$ cat src/rtl/reda_pkg.sv
`timescale 1ns / 1ps
// ----------------------------------------------------------------------------
// reda_pkg
// Shared constants, codes and controller/datapath interface types for the
// routing edge demand accumulator.
// ----------------------------------------------------------------------------
package reda_pkg;

  // Parameter defaults
  localparam int GRID_COLS_DEF   = 64;
  localparam int GRID_ROWS_DEF   = 64;
  localparam int LAYERS_DEF      = 8;
  localparam int DEMAND_BITS_DEF = 16;

  // Port widths
  localparam int TDATA_IN_W  = 128;
  localparam int TUSER_IN_W  = 1;
  localparam int TDATA_OUT_W = 32;
  localparam int TUSER_OUT_W = 3;
  localparam int CFG_IDX_W   = 3;
  localparam int CFG_DATA_W  = 24;

  // Field widths
  localparam int COORD_W  = 24;
  localparam int SIZE_W   = 16;
  localparam int CNT_W    = 7;
  localparam int LCNT_W   = 4;
  localparam int LAYER_W  = 8;
  localparam int RC_W     = 6;
  localparam int EDGES_W  = 6;
  localparam int TOTAL_W  = 19;
  localparam int DIV_STEPS = 24;

  localparam logic [EDGES_W-1:0] EDGES_MAX = '1;
  localparam logic [TOTAL_W-1:0] TOTAL_MAX = '1;

  // Register reset values
  localparam logic [COORD_W-1:0] ORIGIN_X_RST = '0;
  localparam logic [COORD_W-1:0] ORIGIN_Y_RST = '0;
  localparam logic [SIZE_W-1:0]  TILE_W_RST   = 16'd1;
  localparam logic [SIZE_W-1:0]  TILE_H_RST   = 16'd1;
  localparam logic [CNT_W-1:0]   COLS_RST     = 7'd64;
  localparam logic [CNT_W-1:0]   ROWS_RST     = 7'd64;
  localparam logic [LCNT_W-1:0]  LAYERS_RST   = 4'd8;

  typedef enum logic [CFG_IDX_W-1:0] {
    CFG_ORIGIN_X = 3'd0,
    CFG_ORIGIN_Y = 3'd1,
    CFG_TILE_W   = 3'd2,
    CFG_TILE_H   = 3'd3,
    CFG_COLS     = 3'd4,
    CFG_ROWS     = 3'd5,
    CFG_LAYERS   = 3'd6
  } cfg_idx_t;

  typedef enum logic [TUSER_OUT_W-1:0] {
    ST_ADDED       = 3'd0,
    ST_VIA         = 3'd1,
    ST_SKIPPED     = 3'd2,
    ST_NOT_ALIGNED = 3'd3,
    ST_READ_DONE   = 3'd4
  } status_t;

  // Controller -> datapath
  typedef struct packed {
    logic       clr;
    logic       load;
    logic       div_start;
    logic [1:0] div_sel;
    logic       classify;
    logic       addr_a;
    logic       addr_b;
    logic       bump;
    logic       acc;
    logic       out_load;
  } cmd_t;

  // Datapath -> controller
  typedef struct packed {
    logic clr_last;
    logic div_done;
    logic is_read;
    logic walk;
    logic walk_last;
    logic rd_go;
    logic sum_last;
    logic out_free;
  } sts_t;

endpackage

$ cat src/rtl/reda_ctrl.sv
`timescale 1ns / 1ps
// ----------------------------------------------------------------------------
// reda_ctrl
// Sequencer: clearing pass, tile mapping, edge walk, layer sum, result hand-off.
// ----------------------------------------------------------------------------
module reda_ctrl (
  input  logic            clk,
  input  logic            rst,
  input  logic            s_tvalid,
  output logic            s_tready,
  input  reda_pkg::sts_t  sts,
  output reda_pkg::cmd_t  cmd
);

  typedef enum logic [3:0] {
    S_CLEAR, S_IDLE, S_DIV_GO, S_DIV_WAIT, S_CLASS, S_CHECK, S_RCHK,
    S_ADDR_A, S_ADDR_B, S_RD, S_WR, S_SRD, S_SACC, S_FINISH
  } state_t;

  state_t     state, state_next;
  logic [1:0] sel, sel_next;
  logic       rdy;

  always_comb begin
    state_next   = state;
    sel_next     = sel;
    cmd          = '0;
    cmd.div_sel  = sel;
    cmd.load     = s_tvalid && rdy;
    unique case (state)
      S_CLEAR: begin
        cmd.clr = 1'b1;
        if (sts.clr_last) state_next = S_IDLE;
      end
      S_IDLE: begin
        if (s_tvalid && rdy) begin
          sel_next   = 2'd0;
          state_next = S_RCHK;
        end
      end
      S_RCHK: begin
        if (sts.is_read) state_next = sts.rd_go ? S_ADDR_A : S_FINISH;
        else state_next = S_DIV_GO;
      end
      S_DIV_GO: begin
        cmd.div_start = 1'b1;
        state_next    = S_DIV_WAIT;
      end
      S_DIV_WAIT: begin
        if (sts.div_done) begin
          if (sel == 2'd3) begin
            state_next = S_CLASS;
          end else begin
            sel_next   = sel + 2'd1;
            state_next = S_DIV_GO;
          end
        end
      end
      S_CLASS: begin
        cmd.classify = 1'b1;
        state_next   = S_CHECK;
      end
      S_CHECK: state_next = sts.walk ? S_ADDR_A : S_FINISH;
      S_ADDR_A: begin
        cmd.addr_a = 1'b1;
        state_next = S_ADDR_B;
      end
      S_ADDR_B: begin
        cmd.addr_b = 1'b1;
        state_next = sts.is_read ? S_SRD : S_RD;
      end
      S_RD: state_next = S_WR;
      S_WR: begin
        cmd.bump   = 1'b1;
        state_next = sts.walk_last ? S_FINISH : S_RD;
      end
      S_SRD: state_next = S_SACC;
      S_SACC: begin
        cmd.acc    = 1'b1;
        state_next = sts.sum_last ? S_FINISH : S_SRD;
      end
      S_FINISH: begin
        if (sts.out_free) begin
          cmd.out_load = 1'b1;
          state_next   = S_IDLE;
        end
      end
      default: state_next = S_IDLE;
    endcase
  end

  always_ff @(posedge clk) begin
    if (rst) begin
      state <= S_CLEAR;
      sel   <= 2'd0;
      rdy   <= 1'b0;
    end else begin
      state <= state_next;
      sel   <= sel_next;
      rdy   <= (state_next == S_IDLE) && !(state == S_IDLE && s_tvalid && rdy);
    end
  end

  assign s_tready = rdy;

endmodule

$ cat config.mk
export PLATFORM = sky130hd
export DESIGN_NAME = reda_ctrl
export DESIGN_NICKNAME = d
export VERILOG_FILES = /design/src/rtl/reda_pkg.sv /design/src/rtl/reda_ctrl.sv
export SDC_FILE = /design/constraint.sdc
export NUM_CORES = 1
export LEC_CHECK = 0
export ABC_AREA = 1
export ABC_CLOCK_PERIOD_IN_PS = 1100
export BUFFER_PORTS_ARGS = -buffer_cell sky130_fd_sc_hd__buf_4
export CAP_MARGIN = 25
export CORE_UTILIZATION = 40
export DETAILED_ROUTE_END_ITERATION = 10
export HOLD_SLACK_MARGIN = 0.15
export PLACE_DENSITY = 0.73
export SETUP_SLACK_MARGIN = 0.3
export SYNTH_ARGS = -nofsm -noshare
export SYNTH_HDL_FRONTEND = slang
export SYNTH_SLANG_ARGS = --single-unit
$ cat constraint.sdc
create_clock -name clk -period 1.1 [get_ports clk]
set_input_delay 0.055 -clock clk [delete_from_list [all_inputs] [get_ports clk]]
set_output_delay 0.055 -clock clk [all_outputs]
set_load 0.02 [all_outputs]
# ---- Word level (Yosys, flattened, before mapping)
# Index checks and enable logic that the tools add are counted.
dict set report totals {
  register_bits 7
  latch_bits 0
  ram_bits 0
  romBits 0
  input_bits 11
  word_cells 55
  mem_count 0
}
dict set report classes {
  n_addsub 1
  mul 0
  n_div 0
  magnitude_cmp 0
  eq_ne 18
  n_shift 0
  muxes 25
  n_bitwise 0
  reduce_logical 8
}
# operator n
set op_table {}
lappend op_table {{4-bit case mux with 14 select lines} 1}
lappend op_table {{4-bit 2-to-1 mux} 7}
lappend op_table {{4-bit == test (second input constant)} 6}
lappend op_table {{4-bit by 3-bit == test with 1-bit output (second input constant)} 4}
lappend op_table {{1-bit 2-to-1 mux} 9}
lappend op_table {{3-bit 2-to-1 mux} 3}
lappend op_table {{4-bit by 1-bit == test with 1-bit output (second input constant)} 2}
lappend op_table {{4-bit by 2-bit == test with 1-bit output (second input constant)} 2}
lappend op_table {{2-bit 2-to-1 mux} 4}
lappend op_table {{2-bit inequality test (second input constant)} 3}
lappend op_table {{1-bit logical AND} 4}
lappend op_table {{4-bit logical NOT} 1}
lappend op_table {{2-bit case mux with 2 select lines} 1}
lappend op_table {{4-bit AND reduction} 1}
lappend op_table {{2-bit by 1-bit adder with 2-bit output (second input constant)} 1}
lappend op_table {{2-bit == test (second input constant)} 1}
lappend op_table {{2-bit nonzero test} 1}
lappend op_table {{1-bit logical NOT} 1}

# ---- Logic depth before layout (Yosys ltp)
# Gate-level depths: netlist (run 1).
dict set report logic_depth {
  ltp_word 6
  mapped_depth 10
}

# ---- Least setup slack after synthesis (run 1)
# No wires, ideal clock.
dict set report synth_path {
  path_kind {flip-flop to flip-flop}
  startpoint {reg state[3]}
  endpoint {reg rdy (netlist: s_tready)}
  setup_ns 0.110
  arrival_ns 1.217
  t_required_ns 0.990
  path_slack_ns -0.227
  stages_incl_launch_ff 8
  path_buffers 0
  period_less_slack_ns 1.327
  cell_sequence {dfxtp_1 > nand2_1 > nor2_1 > nand2_1 > nand3_1 > nor2_2 > nand2_1 > nor2_1}
}
dict set report synth_via {
  elab_chain_len 5
  word_cells_on_any_way 24
}
# item line
set synth_rtl {}
lappend synth_rtl {{from (decl)} reda_ctrl.sv:20} ;# state_t state, state_next;
lappend synth_rtl {{from (signal assigned)} reda_ctrl.sv:98} ;# state <= state_next;
lappend synth_rtl {{branches (longest 4 deep; another with 4-bit case mux with 14 select lines)} --}
lappend synth_rtl {{1-bit logical AND (*)} reda_ctrl.sv:100} ;# rdy <= (state_next == S_IDLE) && !(state == S_IDLE && s_tvalid && rdy);
lappend synth_rtl {{to (signal assigned)} reda_ctrl.sv:100}
lappend synth_rtl {{to (decl)} reda_ctrl.sv:22} ;# logic rdy;
# Every way passes the cells marked *.
# A chain may end at the register's enable or synchronous reset.

# ---- Worst setup path after layout (run 1)
dict set report layout_path {
  startpoint {reg state[2]}
  endpoint {reg rdy (netlist: s_tready)}
}
# The elaborated chain is that of the path after synthesis.

==> results.md, run 1 <==
- Core Footprint: 0.00158 mm2
- CTS tree: yes
- Fin crit period: 1.32 ns
- Final Core Density: 0.837
- Ant. Diodes: 0
- Std-Cell Rows: 14
- Clock Path Buffers: 2
- Synth area leaders: dfxtp_1 (20%), nand2_1 (18%), nor2_1 (11%), nand3_1 (7.9%), inv_1 (7.0%)
- Via count: 930
- Crit path DAT: 1.52 ns
- Grt ovf: 0
- Worst Hold Class: primary input to flip-flop
- RSZ-0062 raised after global routing: true
- Yosys warnings: 0
- Post-Syn Nets: 132
- First-pass GRT wire length: 3460 um
- Layout Skew: between 0.005 and 0.006 ns
- Post-synth EDFFs: 0
- Largest area contributor in the netlist: dfxtp_1
- Synthesis-to-layout area growth: 88.9%
- WL final: 2210 um
- HP Start: sts[7]
- Tcrit/Tclk final: 1.20
- Worst-Margin Slew: just under 0.2 ns
- CP cell instances: nor2_4, buf_4, nand3_1, inv_1, nor2_1, nand2_2, nor2_4, nand2_1, nor2_1
- H-tree lvl count: 1
- Family with the most delay on the worst path: simple AND/OR/NAND/NOR gates
- Synthesized area: 698 um2
- Slew Viols, Final: 0
- Number of global-route vias before repair: 828
- First drt pass iteration count: 7
- CP Max Fanout: 6
- IO Pins: 23
- CTS Sinks: 7
- CP Buf/Inv Count: 2
- Max frequency: 759 MHz
- Final worst slack: -0.217 ns
- CP Class: flip-flop to flip-flop
- CP Launch Point: state[2]$_SDFF_PP0_
- Syn Area/Cell: 5.82 um2
- Crit. End Element: flip-flop
- Max_cap viols: 0
- CTS Root Cell: clkbuf_4
- Die Ht: around 44 um
- WL/cell: 11.9 um
- Most common cell in the netlist: nand2_1
- Failing checks: DRC, setup timing
- RR Startpoint: state[2]$_SDFF_PP0_
- Mapped Cells: 120
- Post-route ant nets: 0
- Ys async rst share: 0
- Detailed placer's ending HPWL: ~1600 um
- PortBufs: 22
- Synthesized flop and latch total: 7
- Critical path startpoint category: flip-flop
- Peak supply drop: roughly 1500 uV
- Starting Density: 0.443
- Reg clk slew, reported paths: roughly 0.060 ns
- Most used DFF post-synth: dfxtp_1
- TritonCTS Buffers: 3
- Hold WS: 0.195 ns
- Top cell type's share of synthesized area: 0.201
- Final hold viol count: 0
- Count of final setup violators: 15
- GRT Overall Usage: 0.243
- Initial antenna violation count: 0
- Sequential area share after synthesis: 0.201
- GP Congestion: 0.864
- Most frequent cells after synthesis: nand2_1 (34), nor2_1 (21), inv_1 (13), nand3_1 (11), dfxtp_1 (7)
- Pre-CTS setup slack: -0.207 ns
- Layout cells sized above 1: 0.594
- Die ar.: 0.00192 mm2
- Slowest stage delay, CP: 0.41 ns
- Die width: 43.8 um
- DR iter-0 viols: 19
- Status: finished, violations left
- LEAKAGE: roughly 0.0007 uW
- Nets@finish: between 150 and 200
- Clk_lat worst skew: 0.26 ns
- Largest net degree at the start of global routing: 8
- Drt drc: 1
- CP Data Required Time: 1.30 ns
- Synth unique cells: 20
- Pwr/cell area: between 1000 and 1500 mW/mm2
- Critical-path top delay cell: dfxtp_4
- Vias per cell: 5.00
- Relative slew slack: 0.869
[logic make-up (layout without fill, tap and decap cells)]
kind of cell / Yosys count / in the layout / synth area share
adders and majority gates: 1 / 1 / 0.0179
AOI/OAI and AO/OA: 7 / 7 / 0.0663
and+or+nand+nor: 85 / 85 / 0.593
DFF: 7 / 7 / 0.201
buffers and inverters: 20 / 70 / 0.122
[through the flow]
stage	instances	total power, uW	TNS (ns)	instance area [um2]
3_5_place_dp	175	1060	-0.985	1080
6_report	186	1520	-2.04	1320
5_1_grt	186	1610	-2.92	1320
3_3_place_gp	175	1040	-0.574	1080
4_1_cts	185	1450	-1.76	1280
2_1_floorplan	120	780	-0.236	769
[placed cells by master (no fill, tap or decap), types with 2 or more instances in the layout]
master and count:
nand2_4 5, nor2_4 8, nand2_1 26, nor2_2 7, nand3b_1 2, nand3_1 10
dfxtp_4 6, nor2_1 14, nand2_2 8, buf_4 23, a21oi_1 3, clkbuf_4 3
o21ai_1 3, inv_4 2, inv_6 2, buf_6 23, inv_1 9, inv_2 6
[final timing paths]
path / end / slack (ns) / cells past startpoint
setup / recovery: s_tready$_SDFF_PP0_ / -0.22 / 9
hold reg to reg: sel[0]$_SDFFE_PP0P_ / 0.60 / 3
hold / removal: state[0]$_SDFF_PP0_ / 0.20 / 5
setup reg to reg: s_tready$_SDFF_PP0_ / -0.22 / 9
[power breakdown]
part | switching (uW) | total, uW | internal [uW]
logic | 451 | 890 | 439
clock network | 118 | 252 | 134
registers | 69.5 | 380 | 311
[cell type report]
type                    instances  area (um2)
multi-input cells              93         579
repair buffers                 47         442
fillers                        92         258
flip-flops and latches          7         164
inverters                      19        86.3
clock buffers                   3        22.5
well taps                      16        20.0
clock inverters                 1        5.00
[sequential cells by signal, summed over array words and instances (netlist names)]
| signal | flops |
|---|---|
| s_tready | 1 |
| sel | 2 |
| state | 4 |
[metal layers]
layer / wire length [um] / track usage / up-vias
li1: - / - / 469
met1: 945 / 0.306 / 433
met2: 1150 / 0.421 / 25
met3: 95 / 0.0625 / 3
met4: 12 / 0.0375 / 0
met5: 0 / 0 / -
[worst register-to-register path, stage by stage (launching register included)]
cell and delay (ns):
dfxtp_4 0.41, nor2_4 0.07, buf_4 0.14, nand3_1 0.10, inv_1 0.05, nor2_1 0.14
nand2_2 0.08, nor2_4 0.09, nand2_1 0.06, nor2_1 0.10
[timing repair]
item / CTS / global route
gates resized for setup: 36 / 13
endpoints found under the setup margin: 18 / 19
hold buffers: 1 / 0
endpoints found under the hold margin: 7 / 0
buffers inserted: 5 / 1
pin swaps: 10 / 6
Power figures use the tool's default switching activity.
==> run 2, diff against run 1 <==
--- a/config.mk
+++ b/config.mk
@@ -9,10 +9,12 @@
 export ABC_CLOCK_PERIOD_IN_PS = 1100
 export BUFFER_PORTS_ARGS = -buffer_cell sky130_fd_sc_hd__buf_4
 export CAP_MARGIN = 25
-export CORE_UTILIZATION = 40
+export CELL_PAD_IN_SITES_DETAIL_PLACEMENT = 1
+export CELL_PAD_IN_SITES_GLOBAL_PLACEMENT = 2
+export CORE_UTILIZATION = 21
 export DETAILED_ROUTE_END_ITERATION = 10
 export HOLD_SLACK_MARGIN = 0.15
-export PLACE_DENSITY = 0.73
+export PLACE_DENSITY = 0.77
 export SETUP_SLACK_MARGIN = 0.3
 export SYNTH_ARGS = -nofsm -noshare
 export SYNTH_HDL_FRONTEND = slang
==> run 2 against run 1 <==
The flow finishes with violations (setup timing). Worst hold slack got worse by 0.031 ns. Clock power fell by 2%. Sequential share of layout area fell by 0.11 points. Register-to-register slack barely moved. Largest power group unchanged. Clock-buffer cell count did not move. Final area rose by 0.85%. Flip-flop and latch count did not move. Sequential power rose by 2%. Wire length rose by 5.9%.
==> results.md, run 2 (synthesis results as in run 1) <==
- Status: finished, violations left
- Failing checks: setup timing
- Final Core Density: 0.429 (-0.408)
- Peak supply drop: 638 uV (-56%)
- Ant. Diodes: 0 (unchanged)
- Hold Path End: state[2]$_SDFF_PP0_
- Layout Skew: 0.00709 ns (+0.00168 ns)
- CP Data Required Time: 1.26 ns (-0.04 ns)
- Sequential power share: 0.262 (+0.012)
- Hold Path Depth: 5 (unchanged)
- Sw Pwr: 629 uW (-1.6%)
- Power share of the combinational group: 0.572 (-0.012)
- DR iter-0 viols: 9 (-10)
- Final instance area: 0.00133 mm2 (+0.85%)
- LEAKAGE: 0.000670 uW (-4.9%)
- Grt ovf: 0 (unchanged)
- TritonCTS Buffers: 3 (unchanged)
- CTS Root Cell: clkbuf_4
- Most used cell along the critical path: nand2_1
- Via count: 878 (-5.6%)
- Number of global-route vias before repair: 920 (+11%)
- Max frequency: 764 MHz (+0.64%)
- Post-route ant nets: 0 (unchanged)
- Initial antenna violation count: 0 (unchanged)
- Die Ht: 59.7 um (+36%)
- Starting Density: 0.225 (-0.218)
- Clk_lat worst skew: 0.26 ns (about the same)
- Synthesis-to-layout area growth: 90.5%
- Relative slew slack: 0.808 (-0.0601)
- Register-to-register setup slack: -0.21 ns (about the same)
- Final worst slack: -0.209 ns (+0.00841 ns)
- Reg area: 164 um2 (unchanged)
- Clock Path Buffers: 2 (unchanged)
- Hold WS: 0.164 ns (-0.0313 ns)
- HP Start: sts[3]
- Drt drc: 0 (-1)
- Area of the multi-input gates: 593 um2 (+2.4%)
- Worst-Margin Slew: 0.284 ns (+0.0885 ns)
- Slowest stage delay, CP: 0.37 ns (-0.04 ns)
- Die width: 59.7 um (+36%)
- RSZ-0062 raised after global routing: true
- Critical-path top delay cell: dfxtp_4
- IO Pins: 23 (unchanged)
- Clock power frac: 0.166 (about the same)
- Final Power: 1480 uW (-3.0%)
- Crit. End Element: flip-flop
- Die ar.: 0.00356 mm2 (+86%)
- Layout cells sized above 1: 0.572 (-0.0218)
- CP Launch Point: state[3]$_SDFF_PP0_
- Dpl cell area: 0.00109 mm2 (+1.2%)
- CP cell instances: nor2_4, buf_6, nand2_1, a21oi_4, nand2_1, nand2_1, nor2_1
- Largest Register: state
- Crit path DAT: 1.47 ns (-0.05 ns)
- Tcrit/Tclk final: 1.19 (-0.00764)
- Pwr/cell area: 1110 mW/mm2 (-3.8%)
- Fillers: 423 (+360%)
- CP Class: flip-flop to flip-flop
- Critical path startpoint category: flip-flop
- Reg clk slew, reported paths: 0.06 ns (about the same)
- RR Startpoint: state[3]$_SDFF_PP0_
- Max_cap viols: 0 (unchanged)
- Switching Share: 0.426 (+0.00601)
- PortBufs: 22 (unchanged)
- CTS Sinks: 7 (unchanged)
- Internal power: 849 uW (-4.0%)
- Fin crit period: 1.31 ns (-0.00841 ns)
- Core Footprint: 0.00310 mm2 (+97%)
- Most common cell after layout, fill and taps aside: nand2_1
- Final hold viol count: 0 (unchanged)
- First drt pass iteration count: 4 (-3)
- Worst Hold Class: primary input to flip-flop
- Vias per cell: 4.18 (-16%)
- Slew Viols, Final: 0 (unchanged)
- Max FFs per register: 4 (unchanged)
- WL/cell: 11.1 um (-6.2%)
- CTS tree: yes
- Setup TNS: -1.82 ns (+0.220 ns)
- WL final: 2340 um (+5.9%)
- First-pass GRT wire length: 3930 um (+14%)
- Worst-case reg-to-reg path depth: 7 (-2)
- Std-Cell Rows: 20 (+6)
- H-tree lvl count: 1 (unchanged)
- Largest net degree at the start of global routing: 8 (unchanged)
- Most frequent cells in the layout: nand2_1 (29), buf_4 (21), buf_6 (21), nor2_1 (15)
- Count of final setup violators: 15 (unchanged)
- Nets@finish: 179 (-2.2%)
- GP Congestion: 0.803 (-7.1%)
- Detailed placer's ending HPWL: 1960 um (+24%)
- Worst r2r dst: sel[1]$_SDFFE_PP0P_
- GRT Overall Usage: 0.146 (-0.0969)
- CP Max Fanout: 6 (unchanged)
[run 2: how the worst max path moves through the flow]
stage                               end  slack [ns]
floorplan           sel[0]$_SDFFE_PP0P_        -0.1
global placement    s_tready$_SDFF_PP0_       -0.17
detailed placement  sel[1]$_SDFFE_PP0P_       -0.23
CTS                             cmd[10]       -0.23
global route        s_tready$_SDFF_PP0_       -0.29
finish              sel[1]$_SDFFE_PP0P_       -0.21
[run 2: timing repair]
item                                    in CTS  in global routing
buffers inserted                             3                  2
endpoints found under the setup margin      18                 18
gates resized for setup                     36                  8
pin swaps                                   13                  6
endpoints found under the hold margin        7                  0
hold buffers                                 1                  0
[run 2: power by group through the flow]
stage	registers, uW	clock network (uW)	logic, uW
after detailed placement	368	0	688
after floorplan	396	0	384
after global routing	395	262	923
after global placement	365	0	674
after CTS	382	250	817
final	386	246	845
[run 2: cell type report]
type	instances	area share
clock inverters	1	0.00376
inverters	19	0.0649
multi-input cells	93	0.446
well taps	44	0.0414
repair buffers	43	0.304
clock buffers	3	0.0169
flip-flops and latches	7	0.123
[run 2: stage by stage]
stage	instances	worst slack [ns]
final	210	-0.209
after global routing	210	-0.291
after detailed placement	200	-0.227
after floorplan	120	-0.0968
after CTS	208	-0.226
after global placement	200	-0.174
[run 2: worst max-delay path, delay by kind of cell, from the launching register on]
| family | cells | cell delay [ns] |
|---|---|---|
| buffers and inverters | 1 | 0.13 |
| DFF | 1 | 0.37 |
| and+or+nand+nor | 5 | 0.48 |
| AOI/OAI and AO/OA | 1 | 0.20 |
[run 2: layer usage]
metal | global-route usage | wire [um]
met2 | 0.276 | 1270
met5 | 0 | 0
met1 | 0.172 | 946
met3 | 0.0152 | 97
met4 | 0.0399 | 21
